File: config.mk
export PLATFORM = sky130hd
export DESIGN_NAME = battery_cell_monitor
export DESIGN_NICKNAME = d
export VERILOG_FILES = /design/src/sv/bcm_pkg.sv /design/src/sv/battery_cell_monitor.sv /design/src/sv/bcm_filter.sv /design/src/sv/bcm_status.sv /design/src/sv/bcm_skid.sv
export SDC_FILE = /design/constraint.sdc
export NUM_CORES = 1
export LEC_CHECK = 0
export ABC_AREA = 1
export BUFFER_PORTS_ARGS = -buffer_cell sky130_fd_sc_hd__buf_2
export CORE_MARGIN = 5
export CORE_UTILIZATION = 40
export CTS_CLUSTER_SIZE = 40
export DETAILED_ROUTE_END_ITERATION = 12
export PLACE_DENSITY = 0.62
export SLEW_MARGIN = 25
export SYNTH_ARGS = -nofsm -noshare
export SYNTH_HDL_FRONTEND = slang
export SYNTH_SLANG_ARGS = --single-unit
File: constraint.sdc
create_clock -name clk_i -period 10.33 [get_ports clk_i]
set_input_delay 1.5495 -clock clk_i [delete_from_list [all_inputs] [get_ports clk_i]]
set_output_delay 1.5495 -clock clk_i [all_outputs]
set_load 0.005 [all_outputs]
File: src/sv/bcm_pkg.sv
// Shared types and constants of the battery cell monitor.
package bcm_pkg;

  localparam int SAMPLE_W = 12;
  localparam int CV_W     = 16;
  localparam int GAIN_W   = 20;
  localparam int CELL_W   = 10;
  localparam int MARGIN_W = 11;
  localparam int CFG_W    = 20;
  localparam int IDX_W    = 3;
  localparam int COUNT_W  = 3;
  localparam int LEVEL_W  = 2;
  localparam int LOW_W    = 4;

  // Configuration register indexes.
  localparam logic [IDX_W-1:0] REG_VOLT_GAIN   = 3'd0;
  localparam logic [IDX_W-1:0] REG_CELL_MIN    = 3'd1;
  localparam logic [IDX_W-1:0] REG_CELL_MAX    = 3'd2;
  localparam logic [IDX_W-1:0] REG_CELL_ALARM  = 3'd3;
  localparam logic [IDX_W-1:0] REG_NO_BATT_MRG = 3'd4;

  // Register reset values.
  localparam logic [GAIN_W-1:0]   RST_VOLT_GAIN   = 20'd58000;
  localparam logic [CELL_W-1:0]   RST_CELL_MIN    = 10'd330;
  localparam logic [CELL_W-1:0]   RST_CELL_MAX    = 10'd420;
  localparam logic [CELL_W-1:0]   RST_CELL_ALARM  = 10'd350;
  localparam logic [MARGIN_W-1:0] RST_NO_BATT_MRG = 11'd400;

  // Alarm levels.
  localparam logic [LEVEL_W-1:0] ALARM_OK      = 2'd0;
  localparam logic [LEVEL_W-1:0] ALARM_LOW     = 2'd1;
  localparam logic [LEVEL_W-1:0] ALARM_NO_BATT = 2'd2;

  // Cell count that stands for no battery (PC or USB power).
  localparam logic [COUNT_W-1:0] NO_BATT_CELLS = 3'd2;
  localparam logic [LOW_W-1:0]   LOW_LIMIT     = 4'd10;

  typedef struct packed {
    logic [GAIN_W-1:0]   volt_gain_q16;
    logic [CELL_W-1:0]   cell_min_cv;
    logic [CELL_W-1:0]   cell_max_cv;
    logic [CELL_W-1:0]   cell_alarm_cv;
    logic [MARGIN_W-1:0] no_batt_margin_cv;
  } cfg_t;

  typedef struct packed {
    logic [CV_W-1:0]    voltage_cv;
    logic [COUNT_W-1:0] cell_count;
    logic [LEVEL_W-1:0] alarm_level;
    logic               status_changed;
  } res_t;

endpackage

File: src/sv/battery_cell_monitor.sv
// Top level of the battery cell monitor.
//
// Each input word carries one raw ADC sample on sample_i and is taken at a
// rising edge where in_valid_i is high and in_stall_o is low. The sample is
// smoothed, scaled to centivolts with the Q16 gain register, and compared
// with the last voltage; a change re-runs the cell-count bands and the
// low-voltage alarm. Every input word yields exactly one output word.
// The word passes three registers (filter, scaling multiplier, output) on
// its way to the output. One word is accepted per cycle while in_stall_o
// is low; the filter recurrence feeds back through a reciprocal multiply
// by 1/11. When the receiver holds out_stall_i, one word is kept in a skid
// entry and in_stall_o rises once that entry fills; the output word is held
// stable. Reset clears the filter, the stored voltage, the low counter and
// the alarm, sets the cell count to the no-battery value and loads the
// default register values. Registers are written through cfg_we_i,
// cfg_idx_i and cfg_data_i; the user writes them only while no word is in
// flight, which the block does not enforce; unknown indexes are ignored.
module battery_cell_monitor
  import bcm_pkg::*;
#(
  parameter int ADC_BITS = 12
) (
  input  logic                clk_i,
  input  logic                rst_ni,
  input  logic                cfg_we_i,
  input  logic [IDX_W-1:0]    cfg_idx_i,
  input  logic [CFG_W-1:0]    cfg_data_i,
  input  logic                in_valid_i,
  output logic                in_stall_o,
  input  logic [SAMPLE_W-1:0] sample_i,
  output logic                out_valid_o,
  input  logic                out_stall_i,
  output logic [CV_W-1:0]     voltage_cv_o,
  output logic [COUNT_W-1:0]  cell_count_o,
  output logic [LEVEL_W-1:0]  alarm_level_o,
  output logic                status_changed_o
);

  cfg_t            cfg_q;
  logic            skid_full;
  logic            adv;
  logic            take;
  logic            volt_valid;
  logic [CV_W-1:0] volt;
  logic            status_en;
  res_t            res;
  res_t            out_data;

  // Configuration registers.
  always_ff @(posedge clk_i or negedge rst_ni) begin
    if (!rst_ni) begin
      cfg_q.volt_gain_q16     <= RST_VOLT_GAIN;
      cfg_q.cell_min_cv       <= RST_CELL_MIN;
      cfg_q.cell_max_cv       <= RST_CELL_MAX;
      cfg_q.cell_alarm_cv     <= RST_CELL_ALARM;
      cfg_q.no_batt_margin_cv <= RST_NO_BATT_MRG;
    end else if (cfg_we_i) begin
      unique case (cfg_idx_i)
        REG_VOLT_GAIN:   cfg_q.volt_gain_q16     <= cfg_data_i[GAIN_W-1:0];
        REG_CELL_MIN:    cfg_q.cell_min_cv       <= cfg_data_i[CELL_W-1:0];
        REG_CELL_MAX:    cfg_q.cell_max_cv       <= cfg_data_i[CELL_W-1:0];
        REG_CELL_ALARM:  cfg_q.cell_alarm_cv     <= cfg_data_i[CELL_W-1:0];
        REG_NO_BATT_MRG: cfg_q.no_batt_margin_cv <= cfg_data_i[MARGIN_W-1:0];
        default: ;
      endcase
    end
  end

  // The whole pipeline moves together and freezes only once the skid
  // entry holds a word, so no result can be dropped.
  assign adv        = !skid_full;
  assign in_stall_o = skid_full;
  assign take       = in_valid_i && adv;
  assign status_en  = volt_valid && adv;

  bcm_filter #(
    .ADC_BITS(ADC_BITS)
  ) u_filter (
    .clk_i   (clk_i),
    .rst_ni  (rst_ni),
    .adv_i   (adv),
    .take_i  (take),
    .sample_i(sample_i),
    .gain_i  (cfg_q.volt_gain_q16),
    .valid_o (volt_valid),
    .volt_o  (volt)
  );

  bcm_status u_status (
    .clk_i (clk_i),
    .rst_ni(rst_ni),
    .en_i  (status_en),
    .volt_i(volt),
    .cfg_i (cfg_q),
    .res_o (res)
  );

  bcm_skid u_skid (
    .clk_i      (clk_i),
    .rst_ni     (rst_ni),
    .push_i     (status_en),
    .data_i     (res),
    .full_o     (skid_full),
    .out_valid_o(out_valid_o),
    .out_stall_i(out_stall_i),
    .out_data_o (out_data)
  );

  assign voltage_cv_o     = out_data.voltage_cv;
  assign cell_count_o     = out_data.cell_count;
  assign alarm_level_o    = out_data.alarm_level;
  assign status_changed_o = out_data.status_changed;

endmodule

File: src/sv/bcm_filter.sv
// Smoothing filter and Q16 scaling to centivolts, two register stages.
module bcm_filter
  import bcm_pkg::*;
#(
  parameter int ADC_BITS = 12
) (
  input  logic                clk_i,
  input  logic                rst_ni,
  input  logic                adv_i,
  input  logic                take_i,
  input  logic [SAMPLE_W-1:0] sample_i,
  input  logic [GAIN_W-1:0]   gain_i,
  output logic                valid_o,
  output logic [CV_W-1:0]     volt_o
);

  localparam int SW     = (ADC_BITS < SAMPLE_W) ? ADC_BITS : SAMPLE_W;
  localparam int SUM_W  = ADC_BITS + 4;
  localparam int DIV_SH = SUM_W + 4;
  localparam int M_W    = DIV_SH - 2;
  localparam logic [M_W-1:0] DIV_M = M_W'(((1 << DIV_SH) + 10) / 11);
  localparam int PROD_W = ADC_BITS + GAIN_W;
  localparam int SCL_W  = PROD_W - 16;

  logic [ADC_BITS-1:0]    filt_q, filt_d;
  logic                   fvalid_q;
  logic                   vvalid_q;
  logic [CV_W-1:0]        volt_q, volt_d;
  logic [SUM_W-1:0]       sum;
  logic [SUM_W+M_W-1:0]   quot_prod;
  logic [PROD_W-1:0]      scl_prod;
  logic [SCL_W-1:0]       scl;
  logic [35:0]            scl_ext;

  // Filter: (10 * old + sample) / 11, the division done with a reciprocal
  // multiply that is exact over the whole sum range.
  always_comb begin
    sum       = SUM_W'({filt_q, 3'b000}) + SUM_W'({filt_q, 1'b0})
              + SUM_W'(sample_i[SW-1:0]);
    quot_prod = (SUM_W+M_W)'(sum) * (SUM_W+M_W)'(DIV_M);
    filt_d    = quot_prod[DIV_SH +: ADC_BITS];
  end

  always_comb begin
    scl_prod = PROD_W'(filt_q) * PROD_W'(gain_i);
    scl      = scl_prod[PROD_W-1:16];
    scl_ext  = 36'(scl);
    volt_d   = (scl_ext > 36'd65535) ? {CV_W{1'b1}} : scl_ext[CV_W-1:0];
  end

  always_ff @(posedge clk_i or negedge rst_ni) begin
    if (!rst_ni) begin
      filt_q   <= '0;
      fvalid_q <= 1'b0;
      vvalid_q <= 1'b0;
    end else if (adv_i) begin
      fvalid_q <= take_i;
      vvalid_q <= fvalid_q;
      if (take_i) begin
        filt_q <= filt_d;
      end
    end
  end

  always_ff @(posedge clk_i) begin
    if (adv_i && fvalid_q) begin
      volt_q <= volt_d;
    end
  end

  assign valid_o = vvalid_q;
  assign volt_o  = volt_q;

endmodule

File: src/sv/bcm_status.sv
// Cell-count classification and low-voltage alarm state.
module bcm_status
  import bcm_pkg::*;
(
  input  logic            clk_i,
  input  logic            rst_ni,
  input  logic            en_i,
  input  logic [CV_W-1:0] volt_i,
  input  cfg_t            cfg_i,
  output res_t            res_o
);

  logic [CV_W-1:0]    stored_q;
  logic [COUNT_W-1:0] cells_q, cells_d;
  logic [LOW_W-1:0]   low_q, low_d;
  logic [LEVEL_W-1:0] alarm_q, alarm_d;
  logic               changed;
  logic [16:0]        v_ext;
  logic [12:0]        min3, min4, min5, min6, max3, max4, max5, alarm_lim;
  logic               no_batt, in3, in4, in5, in6;
  logic [LOW_W-1:0]   low_inc;

  always_comb begin
    v_ext = 17'(volt_i);
    min3  = 13'(cfg_i.cell_min_cv) * 13'd3;
    min4  = 13'(cfg_i.cell_min_cv) * 13'd4;
    min5  = 13'(cfg_i.cell_min_cv) * 13'd5;
    min6  = 13'(cfg_i.cell_min_cv) * 13'd6;
    max3  = 13'(cfg_i.cell_max_cv) * 13'd3;
    max4  = 13'(cfg_i.cell_max_cv) * 13'd4;
    max5  = 13'(cfg_i.cell_max_cv) * 13'd5;

    no_batt = (v_ext + 17'(cfg_i.no_batt_margin_cv)) < 17'(min3);
    in3     = (v_ext >= 17'(min3)) && (v_ext <= 17'(max3));
    in4     = (v_ext >= 17'(min4)) && (v_ext <= 17'(max4));
    in5     = (v_ext >= 17'(min5)) && (v_ext <= 17'(max5));
    in6     = v_ext >= 17'(min6);

    // First matching band wins; between bands the count is kept.
    if (no_batt)  cells_d = NO_BATT_CELLS;
    else if (in3) cells_d = 3'd3;
    else if (in4) cells_d = 3'd4;
    else if (in5) cells_d = 3'd5;
    else if (in6) cells_d = 3'd6;
    else          cells_d = cells_q;

    alarm_lim = 13'(cells_d) * 13'(cfg_i.cell_alarm_cv);
    low_inc   = low_q + 4'd1;
    low_d     = low_q;
    alarm_d   = alarm_q;
    if (cells_d == NO_BATT_CELLS) begin
      alarm_d = ALARM_NO_BATT;
    end else if (v_ext <= 17'(alarm_lim)) begin
      // The low alarm latches on the eleventh low reading in a row.
      if (low_inc > LOW_LIMIT) begin
        low_d   = LOW_LIMIT;
        alarm_d = ALARM_LOW;
      end else begin
        low_d = low_inc;
      end
    end else begin
      low_d = '0;
      if (alarm_q == ALARM_NO_BATT) begin
        alarm_d = ALARM_OK;
      end
    end

    changed = volt_i != stored_q;

    res_o.voltage_cv     = volt_i;
    res_o.cell_count     = changed ? cells_d : cells_q;
    res_o.alarm_level    = changed ? alarm_d : alarm_q;
    res_o.status_changed = changed;
  end

  always_ff @(posedge clk_i or negedge rst_ni) begin
    if (!rst_ni) begin
      stored_q <= '0;
      cells_q  <= NO_BATT_CELLS;
      low_q    <= '0;
      alarm_q  <= ALARM_OK;
    end else if (en_i) begin
      stored_q <= volt_i;
      if (changed) begin
        cells_q <= cells_d;
        low_q   <= low_d;
        alarm_q <= alarm_d;
      end
    end
  end

endmodule

File: src/sv/bcm_skid.sv
// Output register with one skid entry.
module bcm_skid
  import bcm_pkg::*;
(
  input  logic clk_i,
  input  logic rst_ni,
  input  logic push_i,
  input  res_t data_i,
  output logic full_o,
  output logic out_valid_o,
  input  logic out_stall_i,
  output res_t out_data_o
);

  logic out_valid_q;
  logic skid_valid_q;
  res_t out_q;
  res_t skid_q;
  logic out_free;

  assign out_free = !out_valid_q || !out_stall_i;

  always_ff @(posedge clk_i or negedge rst_ni) begin
    if (!rst_ni) begin
      out_valid_q  <= 1'b0;
      skid_valid_q <= 1'b0;
    end else if (skid_valid_q) begin
      if (!out_stall_i) begin
        skid_valid_q <= 1'b0;
      end
    end else if (push_i) begin
      if (out_free) begin
        out_valid_q <= 1'b1;
      end else begin
        skid_valid_q <= 1'b1;
      end
    end else if (out_valid_q && !out_stall_i) begin
      out_valid_q <= 1'b0;
    end
  end

  always_ff @(posedge clk_i) begin
    if (skid_valid_q) begin
      if (!out_stall_i) begin
        out_q <= skid_q;
      end
    end else if (push_i) begin
      if (out_free) begin
        out_q <= data_i;
      end else begin
        skid_q <= data_i;
      end
    end
  end

  assign full_o      = skid_valid_q;
  assign out_valid_o = out_valid_q;
  assign out_data_o  = out_q;

endmodule

==> summary.md, run 1 <==
| Metric | Value |
|---|---|
| MaxCap Viol Count | `0` |
| Synth cell types | `59` |
| Cts repair resizes | `0` |
| Max clock buf depth | `2` |
| Mapped cell area | `24700 sq um` |
| Postcts setup bufs | `0` |
| Initial Util | `40.2%` |
| Final setup TNS | `0 ps` |
| Total GRT Usage | `18.3%` |
| Syn_nets | `roughly 3.6k` |
| Number of I/O pins | `64` |
| Simple-gate portion of the synthesized area | `approximately 15%` |
| Hold Path Class | `flip-flop to flip-flop` |
| Post-layout min period | `8860 ps` |
| Die H | `258 um` |
| GRT overflow | `0` |
| Hpwl dp | `47300 um` |
| Remaining DRCs | `0` |
| Synth Area in Adders | `roughly 45%` |
| Measured slew at the worst slew-check pin | `approximately 1000 ps` |
| Worst-path clk slew | `70 ps` |
| Post-synth EDFFs | `60` |
| Vias in the first global route | `19.3k` |
| CP delay by family, top | `adder cells` |
| Startpoint Class | `input pin` |
| Worst path bufs/invs | `8` |
| Setup crit end kind | `flip-flop` |
| CP max-delay cell | `fa_1` |
| Rows | `91` |
| Die width | `258 um` |
| Syn avg cell area | `8.60 sq um` |
| Clock sink count | `162` |
| Layout Skew | `between 15 and 20 ps` |
| Final design utilization | `43.2%` |
| Worst Path Arrival | `between 9000 and 10000 ps` |
| Final setup vio count | `0` |
| Max Slew Vio Count | `0` |
| CTS Buf Count | `17` |
| IO Port Bufs | `63` |
| Slew headroom | `31.7%` |
| First-pass GRT wire length | `99200 um` |
| CP most frequent cell | `fa_1` |
| Asr flop ratio synth | `between 60% and 70%` |
| Ant diodes | `0` |
| Routability congestion estimate | `a little under 0.9` |
| # fillers | `6024` |
| Top_reg_cell synth | `dfrtp_1` |
| Final period utilization | `85.8%` |
| YS warnings | `0` |
| Post-route ant nets | `0` |
| Vias post-DR | `18.5k` |
| Required time worst endpoint | `10720 ps` |
| Vias per Instance | `4.99` |
| Largest net degree at the start of global routing | `between 50 and 60` |
| TritonRoute pass-1 iters | `5` |
| Post-synthesis compound-gate area fraction | `8.51%` |
| Core region area | `61400 sq um` |
| Multi-input gate area | `around 18000 sq um` |
| Hold Vio Cnt, Final | `0` |
| Commonest non-fill, non-tap cell in the layout | `inv_1` |
| Hold_buf cts | `0` |
| Largest family of logic cells by synthesized area | `adder cells` |
| Fmax | `0.113 GHz` |
| CP peak stage delay | `approximately 560 ps` |
| Drt wl/cell | `15.9 um` |
| Iter 0 DRT Violations | `914` |
| Register area | `between 4000 and 5000 sq um` |
| WS Path Type | `input pin to flip-flop` |
| Worst-Skew Late Latency | `470 ps` |
| #FFs+latches synth | `162` |
| Seq/Total Area, Yosys | `17.8%` |
| Crit path max fanout | `6` |
| Htree depth | `4` |
| Unrepaired setup endpoints after global routing | `false` |
| Area Overhead vs Synth | `7.37%` |
| Final net count | `about 3.6k` |
| Syn Inst Count | `2870` |
| Mux cell area share after synthesis | `0.411%` |
| TritonCTS clock tree | `yes` |
| Die ar. | `66800 sq um` |
| Post-synthesis xor/xnor area fraction | `3.41%` |
| Antenna violations before repair | `0` |
| Commonest non-fill, non-tap cells in the layout | `587 x inv_1, 586 x nand2_1, 398 x ha_1, 300 x fa_1, 146 x a21oi_1` |
| Status | `finished, final reports clean` |
| Share of layout cells above drive strength 1 | `7.78%` |
| WL final | `58800 um` |
| Root buf cell | `clkbuf_16` |
layer usage:
metal	part of all wire (%)	global-route usage [%]	up-vias
met1	46	24.4	9016
met5	0	0	-
met2	48	31.9	272
li1	-	-	9158
met3	3.3	2.14	66
met4	2.4	4.77	0
area by class of cell:
class	count	share of cell area (%)
clock inverters	15	0.713
well taps	790	3.73
flip-flops and latches	162	16.6
inverters	595	8.45
clock buffers	17	1.61
repair buffers	82	1.74
multi-input cells	2047	67.2
stage by stage:
step	area (sq um)	cells	setup WS, ps	hold WS (ps)
floorplan	24700	2870	1380	449
global placement	25900	3676	1110	466
detailed placement	25900	3676	1040	465
CTS	26500	3708	1530	488
global route	26500	3708	829	500
finish	26500	3708	1470	480
worst reg2reg max path, delay by kind of cell (launching register included):
family / cells / cell delay [ps]
adder cells (fa/ha/maj): 9 / 4160
AO/OA/AOI/OAI: 11 / 1610
AND/OR/NAND/NOR: 10 / 1200
flip-flops: 1 / 740
buffers and inverters: 7 / 610
XOR/XNOR: 1 / 160
sequential cells by signal, summed over array words and instances, names as in the netlist:
signal              cells
u_skid.out_valid_o      1
u_filter.fvalid_q       1
u_filter.filt_q        12
u_status.stored_q      16
u_skid.out_data_o      22
u_skid.full_o           1
u_status.low_q          4
u_filter.volt_o        16
u_skid.skid_q          22
u_status.alarm_q        2
u_status.cells_q        3
cfg_q                  61
u_filter.valid_o        1
cells in the mapped netlist, types with 11 or more instances:
master,count,area [sq um]
fa_1,300,6010
ha_1,398,4980
a31oi_1,11,68.8
a21o_1,13,97.6
nand3_1,60,300
xnor2_1,41,359
nand2_1,586,2200
inv_1,588,2210
clkbuf_1,64,240
dfstp_2,24,631
a21oi_1,146,731
nand2_2,21,131
dfrtp_1,78,1950
nor3_1,24,120
nor2_1,101,379
o21ai_0,137,686
nand4_1,26,163
xor2_1,55,482
or2_2,13,81.3
edfxtp_1,60,1800
cells by family after synthesis:
kind of cell,after synthesis
fa+ha+maj,698
mux,9
simple gates,872
flops,162
buf+inv,661
compound gates,372
xor+xnor,96
final timing paths:
check,start,endpoint,slack [ps],cells after the start
min in group asynchronous,rst_ni,cfg_q[36],1080,1
max in group asynchronous,rst_ni,u_status.alarm_q[1],7960,2
max,sample_i[3],u_filter.filt_q[9],1470,39
max reg2reg,u_filter.filt_q[0],u_filter.filt_q[9],1760,38
min,u_status.alarm_q[1],u_status.alarm_q[1],480,2
min reg2reg,u_status.alarm_q[1],u_status.alarm_q[1],480,2
Power of run 1 is left out: the tool's default activity adds up to more than one toggle a clock period on the data nets, which glitch-free logic cannot reach.
==> run 2, diff against run 1 <==
--- a/config.mk
+++ b/config.mk
@@ -7,7 +7,7 @@
 export LEC_CHECK = 0
 export ABC_AREA = 1
 export BUFFER_PORTS_ARGS = -buffer_cell sky130_fd_sc_hd__buf_2
-export CORE_MARGIN = 5
+export CORE_MARGIN = 4
 export CORE_UTILIZATION = 40
 export CTS_CLUSTER_SIZE = 40
 export DETAILED_ROUTE_END_ITERATION = 12
==> summary.md, run 2 (synthesis gave the netlist of run 1 again) <==
| Metric | Value |
|---|---|
| Status | `finished, final reports clean` |
| MaxCap Viol Count | `0` |
| Final setup vio count | `0` |
| Worst Path Arrival | `9240 ps` |
| CP most frequent cell | `fa_1` |
| Drt wl/cell | `between 15 and 20 um` |
| Initial Util | `40.7%` |
| Vias post-DR | `18.6k` |
| Final setup TNS | `0 ps` |
| # fillers | `6087` |
| Final net count | `3647` |
| Hold Path Class | `flip-flop to flip-flop` |
| CTS Buf Count | `17` |
| Share of layout cells above drive strength 1 | `7.80%` |
| Remaining DRCs | `0` |
| Cts repair resizes | `0` |
| Hold Vio Cnt, Final | `0` |
| Final design utilization | `43.7%` |
| Total GRT Usage | `18.6%` |
| Final period utilization | `85.7%` |
| Rows | `90` |
| Largest net degree at the start of global routing | `61` |
| Ant diodes | `0` |
| Antenna violations before repair | `0` |
| Area Overhead vs Synth | `7.43%` |
| Max clock buf depth | `2` |
| Vias per Instance | `5.02` |
| WS Path Type | `input pin to flip-flop` |
| CP max-delay cell | `fa_1` |
| Die width | `256 um` |
| TritonCTS clock tree | `yes` |
| Root buf cell | `clkbuf_16` |
| Die H | `approximately 260 um` |
| Commonest non-fill, non-tap cell in the layout | `inv_1` |
| Number of I/O pins | `64` |
| Post-route ant nets | `0` |
| Max reg flops | `61` |
| Worst-Skew Late Latency | `470 ps` |
| Worst-path clk slew | `70 ps` |
| Clock sink count | `162` |
| Required time worst endpoint | `10720 ps` |
| Die ar. | `65700 sq um` |
| Iter 0 DRT Violations | `roughly 1000` |
| Routability congestion estimate | `between 0.8 and 0.9` |
| Commonest non-fill, non-tap cells in the layout | `587 x inv_1, 586 x nand2_1, 398 x ha_1, 300 x fa_1, 146 x a21oi_1` |
| Hpwl dp | `47400 um` |
| Layout Skew | `16.9 ps` |
| Slew headroom | `34.2%` |
| First-pass GRT wire length | `98700 um` |
| Vias in the first global route | `19.2k` |
| Htree depth | `4` |
| Core region area | `60700 sq um` |
| Hold_buf cts | `0` |
| Postcts setup bufs | `0` |
| Crit path max fanout | `6` |
| Unrepaired setup endpoints after global routing | `false` |
| Post-layout min period | `8850 ps` |
| Startpoint Class | `input pin` |
| Max Slew Vio Count | `0` |
| Measured slew at the worst slew-check pin | `987 ps` |
| Fmax | `0.113 GHz` |
| CP peak stage delay | `560 ps` |
| TritonRoute pass-1 iters | `5` |
| WL final | `around 59000 um` |
| IO Port Bufs | `63` |
| Top reg by flops | `cfg_q` |
| GRT overflow | `0` |
| Setup crit end kind | `flip-flop` |
-- run 2: changes by cell type in the layout (fill, tap and decap cells not counted), sizes merged --
cell	previous run	this run
clkbuf	17	19
buf	82	86
clkinv	8	7
clkinvlp	0	1
inv	600	598
-- run 2: path summary, 6_finish.rpt --
| check | endpoint | startpoint | depth (start not counted) | slack, ps |
|---|---|---|---|---|
| max | u_filter.filt_q[9] | sample_i[3] | 39 | 1480 |
| min | u_status.alarm_q[1] | u_status.alarm_q[1] | 2 | 480 |
| max reg2reg | u_filter.filt_q[9] | u_filter.filt_q[0] | 38 | 1760 |
| min reg2reg | u_status.alarm_q[1] | u_status.alarm_q[1] | 2 | 480 |
| max in group asynchronous | u_filter.filt_q[8] | rst_ni | 2 | 7920 |
| min in group asynchronous | cfg_q[38] | rst_ni | 1 | 1100 |
-- run 2: routing by layer --
| metal | up-vias | wire length [um] | GRT usage (%) |
|---|---|---|---|
| met2 | 334 | 28700 | 32.3 |
| met5 | - | 0 | 0 |
| met1 | 9054 | 27100 | 24.7 |
| met3 | 54 | 2000 | 2.35 |
| met4 | 0 | 1140 | 4.61 |
| li1 | 9160 | - | - |
-- run 2: per-stage QoR --
stage / setup slack [ps] / instances / area, sq um / hold WS (ps)
3_3_place_gp: 1100 / 3672 / 25900 / 464
3_5_place_dp: 1000 / 3672 / 25900 / 470
6_report: 1480 / 3704 / 26500 / 480
5_1_grt: 814 / 3704 / 26500 / 501
2_1_floorplan: 1380 / 2870 / 24700 / 449
4_1_cts: 1510 / 3704 / 26500 / 488
-- run 2: area by class of cell --
| cell class | instances | area [sq um] | area share (%) |
|---|---|---|---|
| sequential | 162 | 4390 | 16.5 |
| clock buffer | 19 | 433 | 1.63 |
| multi-input combinational | 2047 | 17800 | 67.2 |
| tap | 782 | 978 | 3.69 |
| inverter | 595 | 2240 | 8.44 |
| clock inverter | 13 | 173 | 0.651 |
| timing repair buffer | 86 | 490 | 1.85 |
-- run 2: worst max-delay path, delay by kind of cell --
| family | cells | cell delay (ps) |
|---|---|---|
| AOI/OAI and AO/OA | 11 | 1630 |
| xor gates and xnor gates | 1 | 160 |
| adders and majority gates | 9 | 4020 |
| buffers and inverters | 8 | 730 |
| and+or+nand+nor | 10 | 1200 |
Power of run 2 is left out for the same reason.
